## config.mk

```make
export PLATFORM = sky130hd
export DESIGN_NAME = dsa_ctrl
export DESIGN_NICKNAME = d
export VERILOG_FILES = /design/src/rtl/dsa_pkg.sv /design/src/rtl/dsa_ctrl.sv
export VERILOG_INCLUDE_DIRS = /design/src /design/src/rtl
export SDC_FILE = /design/constraint.sdc
export NUM_CORES = 1
export LEC_CHECK = 0
export BUFFER_PORTS_ARGS = -buffer_cell sky130_fd_sc_hd__buf_2
export CAP_MARGIN = 20
export CORE_UTILIZATION = 49
export DETAILED_ROUTE_END_ITERATION = 8
export HOLD_SLACK_MARGIN = 0.12
export PLACE_DENSITY_LB_ADDON = 0.3
export SLEW_MARGIN = 25
export SYNTH_ARGS = -nofsm -noshare
export SYNTH_HDL_FRONTEND = slang
export SYNTH_SLANG_ARGS = --single-unit
```

## constraint.sdc

```tcl
create_clock -name clk -period 1.7 [get_ports clk]
set_clock_uncertainty 0.15 [all_clocks]
set_input_delay 0.085 -clock clk [delete_from_list [all_inputs] [get_ports clk]]
set_output_delay 0.085 -clock clk [all_outputs]
set_load 0.005 [all_outputs]
```

## src/rtl/assert_macros.svh

```systemverilog
// assertion macros shared by the debye sum block
`ifndef ASSERT_MACROS_SVH
`define ASSERT_MACROS_SVH
`ifndef ASSERT_OFF
`define DSA_ASSERT(lbl, prop, msg) \
  lbl: assert property (@(posedge clk) disable iff (rst) (prop)) else $error(msg);
`define DSA_ASSERT_NEXT(lbl, pre, post, msg) \
  lbl: assert property (@(posedge clk) disable iff (rst) (pre) |=> (post)) else $error(msg);
`else
`define DSA_ASSERT(lbl, prop, msg)
`define DSA_ASSERT_NEXT(lbl, pre, post, msg)
`endif
`endif

```

## src/rtl/dsa_pkg.sv

```systemverilog
// types, constants and helpers of the debye sum accumulator
package dsa_pkg;

  localparam int NPTS_DEF     = 4096;
  localparam int CFG_IDX_W    = 1;
  localparam int CFG_DATA_W   = 20;
  localparam int NUM_POINTS_W = 13;
  localparam int SCALE_W      = 20;

  localparam logic [NUM_POINTS_W-1:0] NUM_POINTS_RST = 13'd4096;
  localparam logic [SCALE_W-1:0]      SCALE_RST      = 20'd65536;

  // serial divider geometry, used for the final reciprocal only
  localparam int DVD_W  = 55;
  localparam int DVS_W  = 46;
  localparam int ITER_W = 6;

  localparam logic [ITER_W-1:0] ITER_RECIP = 6'd55;

  localparam logic [26:0] TWO_PI_Q24  = 27'd105414357;
  localparam logic [26:0] PI_Q24      = 27'd52707179;
  localparam logic [26:0] HALF_PI_Q24 = 27'd26353589;
  localparam logic [30:0] ONE_Q30     = 31'h4000_0000;
  localparam logic [2:0]  HORNER_LAST = 3'd5;

  // floor(2^50 / two pi), applied to x >> 20; turn count comes out at most one low
  localparam logic [23:0] TWO_PI_RECIP = 24'd10680707;

  localparam logic [63:0] ACC_MAX = 64'h7FFF_FFFF_FFFF_FFFF;
  localparam logic [63:0] ACC_MIN = 64'h8000_0000_0000_0000;

  typedef enum logic [CFG_IDX_W-1:0] {
    CFG_NUM_POINTS,
    CFG_LATTICE_SCALE
  } cfg_idx_t;

  typedef enum logic [1:0] {
    MODE_LOAD,
    MODE_CLEAR,
    MODE_ADD,
    MODE_READ
  } mode_t;

  typedef struct packed {
    mode_t        mode;
    logic [11:0]  point_index;
    logic [23:0]  q_value;
    logic [31:0]  multiplicity;
    logic [21:0]  distance;
    logic [31:0]  weight;
    logic         use_scale;
  } dsa_in_t;

  typedef struct packed {
    logic signed [63:0] intensity;
    logic [11:0]        point_index_res;
  } dsa_out_t;

  typedef enum logic [4:0] {
    DP_NONE,
    DP_LATCH,
    DP_LOAD_Q,
    DP_CLR_WR,
    DP_OUT,
    DP_WM,
    DP_T,
    DP_X,
    DP_MOD,
    DP_MOD_R,
    DP_FOLD,
    DP_R2,
    DP_HP,
    DP_HDIV,
    DP_HUPD,
    DP_S,
    DP_DX,
    DP_SINC,
    DP_LO,
    DP_HI,
    DP_TERM,
    DP_ACC_WR
  } dp_op_t;

  typedef struct packed {
    dp_op_t     op;
    logic [2:0] k_sel;
  } dsa_cmd_t;

  typedef struct packed {
    mode_t mode;
    logic  no_points;
    logic  last_point;
    logic  clr_last;
    logic  div_done;
  } dsa_stat_t;

  typedef enum logic [4:0] {
    ST_INIT_CLR,
    ST_IDLE,
    ST_DISPATCH,
    ST_LOAD,
    ST_CLR,
    ST_RD_OUT,
    ST_WM,
    ST_FETCH,
    ST_T,
    ST_X,
    ST_MOD,
    ST_MOD_R,
    ST_FOLD,
    ST_R2,
    ST_HP,
    ST_HDIV,
    ST_HUPD,
    ST_S,
    ST_DX,
    ST_DX_W,
    ST_SINC,
    ST_LO,
    ST_HI,
    ST_TERM,
    ST_ACC
  } ctrl_state_t;

  // taylor horner divisors, innermost first
  function automatic logic [7:0] horner_div(input logic [2:0] k);
    logic [7:0] d;
    case (k)
      3'd0:    d = 8'd156;
      3'd1:    d = 8'd110;
      3'd2:    d = 8'd72;
      3'd3:    d = 8'd42;
      3'd4:    d = 8'd20;
      3'd5:    d = 8'd6;
      default: d = 8'd6;
    endcase
    return d;
  endfunction

  // floor(2^32 / divisor), quotient estimate is at most one low
  function automatic logic [29:0] horner_recip(input logic [2:0] k);
    logic [29:0] m;
    case (k)
      3'd0:    m = 30'd27531841;
      3'd1:    m = 30'd39045157;
      3'd2:    m = 30'd59652323;
      3'd3:    m = 30'd102261126;
      3'd4:    m = 30'd214748364;
      3'd5:    m = 30'd715827882;
      default: m = 30'd715827882;
    endcase
    return m;
  endfunction

endpackage

```

## src/rtl/dsa_ctrl.sv

```systemverilog
// controller state machine sequencing the datapath per item and per point
`include "assert_macros.svh"
module dsa_ctrl (
  input  logic                clk,
  input  logic                rst,
  input  logic                start,
  input  dsa_pkg::dsa_stat_t  stat,
  output dsa_pkg::dsa_cmd_t   cmd,
  output logic                busy
);
  import dsa_pkg::*;

  ctrl_state_t state;
  ctrl_state_t state_next;
  logic [2:0]  kidx;
  logic [2:0]  kidx_next;

  always_ff @(posedge clk) begin
    if (rst) begin
      state <= ST_INIT_CLR;
      kidx  <= '0;
    end else begin
      state <= state_next;
      kidx  <= kidx_next;
    end
  end

  always_comb begin
    state_next = state;
    kidx_next  = kidx;
    cmd.op     = DP_NONE;
    cmd.k_sel  = kidx;
    busy       = state != ST_IDLE;
    case (state)
      // accumulator sweep after reset
      ST_INIT_CLR: begin
        cmd.op = DP_CLR_WR;
        if (stat.clr_last) begin
          state_next = ST_IDLE;
        end
      end
      ST_IDLE: begin
        if (start) begin
          cmd.op     = DP_LATCH;
          state_next = ST_DISPATCH;
        end
      end
      ST_DISPATCH: begin
        case (stat.mode)
          MODE_LOAD:  state_next = ST_LOAD;
          MODE_CLEAR: state_next = ST_CLR;
          MODE_ADD:   state_next = ST_WM;
          MODE_READ:  state_next = ST_RD_OUT;
          default:    state_next = ST_IDLE;
        endcase
      end
      ST_LOAD: begin
        cmd.op     = DP_LOAD_Q;
        state_next = ST_IDLE;
      end
      ST_CLR: begin
        cmd.op = DP_CLR_WR;
        if (stat.clr_last) begin
          state_next = ST_IDLE;
        end
      end
      ST_RD_OUT: begin
        cmd.op     = DP_OUT;
        state_next = ST_IDLE;
      end
      ST_WM: begin
        cmd.op     = DP_WM;
        state_next = stat.no_points ? ST_IDLE : ST_T;
      end
      // memory read latency after the point address moves
      ST_FETCH: state_next = ST_T;
      ST_T: begin
        cmd.op     = DP_T;
        state_next = ST_X;
      end
      ST_X: begin
        cmd.op     = DP_X;
        state_next = ST_MOD;
      end
      ST_MOD: begin
        cmd.op     = DP_MOD;
        state_next = ST_MOD_R;
      end
      ST_MOD_R: begin
        cmd.op     = DP_MOD_R;
        state_next = ST_FOLD;
      end
      ST_FOLD: begin
        cmd.op     = DP_FOLD;
        state_next = ST_R2;
      end
      ST_R2: begin
        cmd.op     = DP_R2;
        kidx_next  = '0;
        state_next = ST_HP;
      end
      ST_HP: begin
        cmd.op     = DP_HP;
        state_next = ST_HDIV;
      end
      ST_HDIV: begin
        cmd.op     = DP_HDIV;
        state_next = ST_HUPD;
      end
      ST_HUPD: begin
        cmd.op = DP_HUPD;
        if (kidx == HORNER_LAST) begin
          state_next = ST_S;
        end else begin
          kidx_next  = kidx + 3'd1;
          state_next = ST_HP;
        end
      end
      ST_S: begin
        cmd.op     = DP_S;
        state_next = ST_DX;
      end
      ST_DX: begin
        cmd.op     = DP_DX;
        state_next = ST_DX_W;
      end
      ST_DX_W: begin
        if (stat.div_done) begin
          state_next = ST_SINC;
        end
      end
      ST_SINC: begin
        cmd.op     = DP_SINC;
        state_next = ST_LO;
      end
      ST_LO: begin
        cmd.op     = DP_LO;
        state_next = ST_HI;
      end
      ST_HI: begin
        cmd.op     = DP_HI;
        state_next = ST_TERM;
      end
      ST_TERM: begin
        cmd.op     = DP_TERM;
        state_next = ST_ACC;
      end
      ST_ACC: begin
        cmd.op     = DP_ACC_WR;
        state_next = stat.last_point ? ST_IDLE : ST_FETCH;
      end
      default: state_next = ST_IDLE;
    endcase
  end

  `DSA_ASSERT(a_kidx_range, kidx <= HORNER_LAST, "horner index past last divisor")
  `DSA_ASSERT(a_done_in_wait, stat.div_done |-> state == ST_DX_W, "divider done outside wait")
  `DSA_ASSERT_NEXT(a_next_point, state == ST_ACC && !stat.last_point, state == ST_FETCH, "point loop did not continue")

endmodule

```

==> impl_summary.log <==
INFO  metric tritoncts_clock_tree = built
INFO  metric finalSetupViolations = 8
INFO  metric most-common-layout-cells = 24 x sky130_fd_sc_hd__buf_4, 17 x sky130_fd_sc_hd__buf_2, 13 x sky130_fd_sc_hd__nor2_1, 11 x sky130_fd_sc_hd__a21oi_1, 8 x sky130_fd_sc_hd__nand2_1
INFO  metric post-route-cell-area = between 1000 and 1500 µm²
INFO  metric synthesis.area_per_instance = about 7.1 µm²
INFO  metric clkTransAtPathRegs = around 60 ps
INFO  metric ir_drop = ~780 µV
INFO  metric nNetsFinal = between 150 and 200
INFO  metric synth_warn = 0
INFO  metric synth_enable_flop_cells = 0
INFO  metric wirelength = around 3200 µm
INFO  metric insertion_delay = 270 ps
INFO  metric layout_commonest_cell = sky130_fd_sc_hd__buf_4
INFO  metric finalCritPeriodShare = 1.06
INFO  metric placement.cell_area = about 1200 µm²
INFO  metric synth_seq_area_share = 0.168
INFO  metric netlist-cell-type-count = 45
INFO  metric postSynth.asyncResetShare = 0
INFO  metric worst-endpoint-arrival = around 1800 ps
INFO  metric cp_max_fo = 13
INFO  metric die-height = 46.2 µm
INFO  metric core_area = ~1800 µm²
INFO  metric drt_drc_violations_left = 0
INFO  metric critical_path_class = reg -> reg
INFO  metric clockBufferDepth = 2
INFO  metric place.detailed.hpwl = 2010 µm
INFO  metric floorplan.die.width = between 40 and 50 µm
INFO  metric clk_sinks = 8
INFO  metric first_pass_grt_wire_length = roughly 4500 µm
INFO  metric power.density = 1150 nW/µm²
INFO  metric antenna_found_initial = 0
INFO  metric routed_via_density = 5.98
INFO  metric worstMarginPinSlew = around 360 ps
INFO  metric mappedNetlistNets = approximately 150
INFO  metric endpoint = state[2]
INFO  metric gp_congestion = ~0.92
INFO  metric clock-root-buffer = sky130_fd_sc_hd__clkbuf_4
INFO  metric min-delay-path-class = in -> reg
INFO  metric min_period = ~1800 ps
INFO  metric gr-usage-all-layers = 0.295
INFO  metric initial_util = 0.536
INFO  metric dr.first_iter.drc_count = 44
INFO  metric post_route_cells_drive_above_1_share = 0.471
INFO  metric fp-row-count = 15
INFO  metric gr-total-overflow = 0
INFO  metric slew_headroom = 0.756
INFO  metric synth.ff_latch_count = 8
INFO  metric synth.cell_area = between 900 and 1000 µm²
INFO  metric antenna_violating_nets_post_route = 0
INFO  metric rsz_0062_raised_after_global_routing = true
INFO  metric most_area_consuming_cells_after_synthesis = sky130_fd_sc_hd__dfxtp_1 17%, sky130_fd_sc_hd__nor2_1 7.5%, sky130_fd_sc_hd__a21oi_1 6.8%, sky130_fd_sc_hd__ha_1 5.2%, sky130_fd_sc_hd__buf_2 4.2%
INFO  metric synth_top_cell_area_share = 0.168
INFO  metric report.final.hold_viol_count = 0
INFO  metric failed_checks = setup timing
INFO  metric cp-start-kind = register
INFO  metric antenna_diodes = 0
INFO  metric place_ws = -110 ps
INFO  metric reg2reg_depth = 6
INFO  metric syn2layout_area_growth = 49.9%
INFO  metric cp-startpoint = state[0]
INFO  metric cts-htree-levels = 1
INFO  metric fp.dieArea = 2130 µm²
INFO  metric worst_r2r_endpoint = state[2]
INFO  metric cts_buffers = 3
INFO  metric grt_start_max_net_pins = 16
INFO  metric n_fill_cell = around 120
INFO  metric synth_cells = approximately 130
INFO  metric ff2ff_setup_slack = -100 ps
INFO  metric port_buffers = 17
INFO  metric maxCapViolations = 0
INFO  metric cp.required = ~1700 ps
INFO  metric finalWorstSetupSlack = -99.6 ps
INFO  metric slew_viol_final = 0
INFO  metric grt_pass1_vias = approximately 1000
INFO  metric vias = 1190
INFO  metric drtPass1Iterations = 6
INFO  metric design.portCount = 18
INFO  metric regToRegStartpoint = state[0]
INFO  metric timing.fmax = approximately 0.56 GHz
INFO  metric wire_per_inst = 16.2 µm
INFO  metric cell_leakage_power = 0.641 nW
INFO  metric endpoint_kind = register
INFO  metric main_synth_ff_type = sky130_fd_sc_hd__dfxtp_1
INFO  metric netlist.top_cell.by_area = sky130_fd_sc_hd__dfxtp_1
INFO  metric run_status = complete, but fails checks
worst max-delay path, stage by stage, from the launching register on:
cell and delay (ps):
sky130_fd_sc_hd__dfxtp_4 370, sky130_fd_sc_hd__buf_12 150, sky130_fd_sc_hd__xor2_1 150, sky130_fd_sc_hd__and3_1 180
sky130_fd_sc_hd__a311o_1 370, sky130_fd_sc_hd__o21ai_1 190, sky130_fd_sc_hd__a21oi_1 100
layout make-up:
type	instances	area [µm²]	share of cell area
clock buffers	3	22.5	0.0157
well taps	25	31.3	0.0218
multi-input cells	106	801	0.559
repair buffers	49	365	0.255
flip-flops and latches	8	179	0.125
inverters	8	33.8	0.0236
through the flow:
stage                util  total power [mW]  TNS [ps]  instances  hold slack (ps)
finish              0.804              1.65      -499        199              123
global route        0.804              1.74      -916        199              144
floorplan               -             0.881         0        134              153
CTS                 0.710              1.37      -195        191              133
global placement    0.651              1.13         0        184              243
detailed placement  0.651              1.16      -217        184              245
where the power goes:
group	switching, mW	internal [mW]
Sequential	0.0543	0.222
Clock	0.0750	0.0814
Combinational	0.618	0.599
Total	0.747	0.902
repair_timing:
item | 4_1_cts | 5_1_grt
cloned | 0 | 0
endpoints found under the setup margin | 10 | 11
pin swaps | 4 | 10
setup buffers | 2 | 8
hold buffers | 2 | 0
gates resized for setup | 17 | 26
endpoints found under the hold margin | 8 | 0
flip-flops by register name, summed over array words and instances (netlist names):
name,count
state,5
kidx,3
kinds of logic after synthesis:
logic type / after synthesis / share of synthesized area
buffers and inverters: 20 / 0.109
XOR/XNOR: 5 / 0.0458
flip-flops: 8 / 0.168
AND/OR/NAND/NOR: 54 / 0.317
adder cells (fa/ha/maj): 4 / 0.0524
multiplexers: 3 / 0.0327
AO/OA/AOI/OAI: 40 / 0.276
synthesized netlist by cell type (2+ instances only):
master,n
sky130_fd_sc_hd__o32ai_1,2
sky130_fd_sc_hd__buf_6,2
sky130_fd_sc_hd__nor4_1,3
sky130_fd_sc_hd__nor2_1,19
sky130_fd_sc_hd__a21oi_1,13
sky130_fd_sc_hd__o21ai_0,5
sky130_fd_sc_hd__a221oi_1,2
sky130_fd_sc_hd__nand2b_1,2
sky130_fd_sc_hd__mux2i_1,2
sky130_fd_sc_hd__o21ai_1,2
sky130_fd_sc_hd__nor3_1,4
sky130_fd_sc_hd__nand2_1,9
sky130_fd_sc_hd__o22ai_1,3
sky130_fd_sc_hd__dfxtp_1,8
sky130_fd_sc_hd__and3_1,2
sky130_fd_sc_hd__nor2b_1,5
sky130_fd_sc_hd__inv_1,8
sky130_fd_sc_hd__ha_1,4
sky130_fd_sc_hd__xor2_1,4
sky130_fd_sc_hd__a22oi_1,2
sky130_fd_sc_hd__buf_2,8
sky130_fd_sc_hd__o211ai_1,2
metal layers:
metal | part of all wire | track usage
met1 | 0.39 | 0.370
met5 | 0 | 0
met2 | 0.53 | 0.510
met3 | 0.070 | 0.0627
met4 | 0.0093 | 0.0647
how the worst min path moves through the flow:
stage                 start        to  slack, ps  depth (start not counted)
finish              stat[3]  state[3]        120                          4
global route        stat[3]  state[3]        140                          4
CTS                 stat[3]  state[3]        130                          4
detailed placement      rst   kidx[0]        250                          2
global placement        rst  state[0]        240                          2
floorplan           stat[0]  state[1]        150                          3
Power figures use the tool's default switching activity.
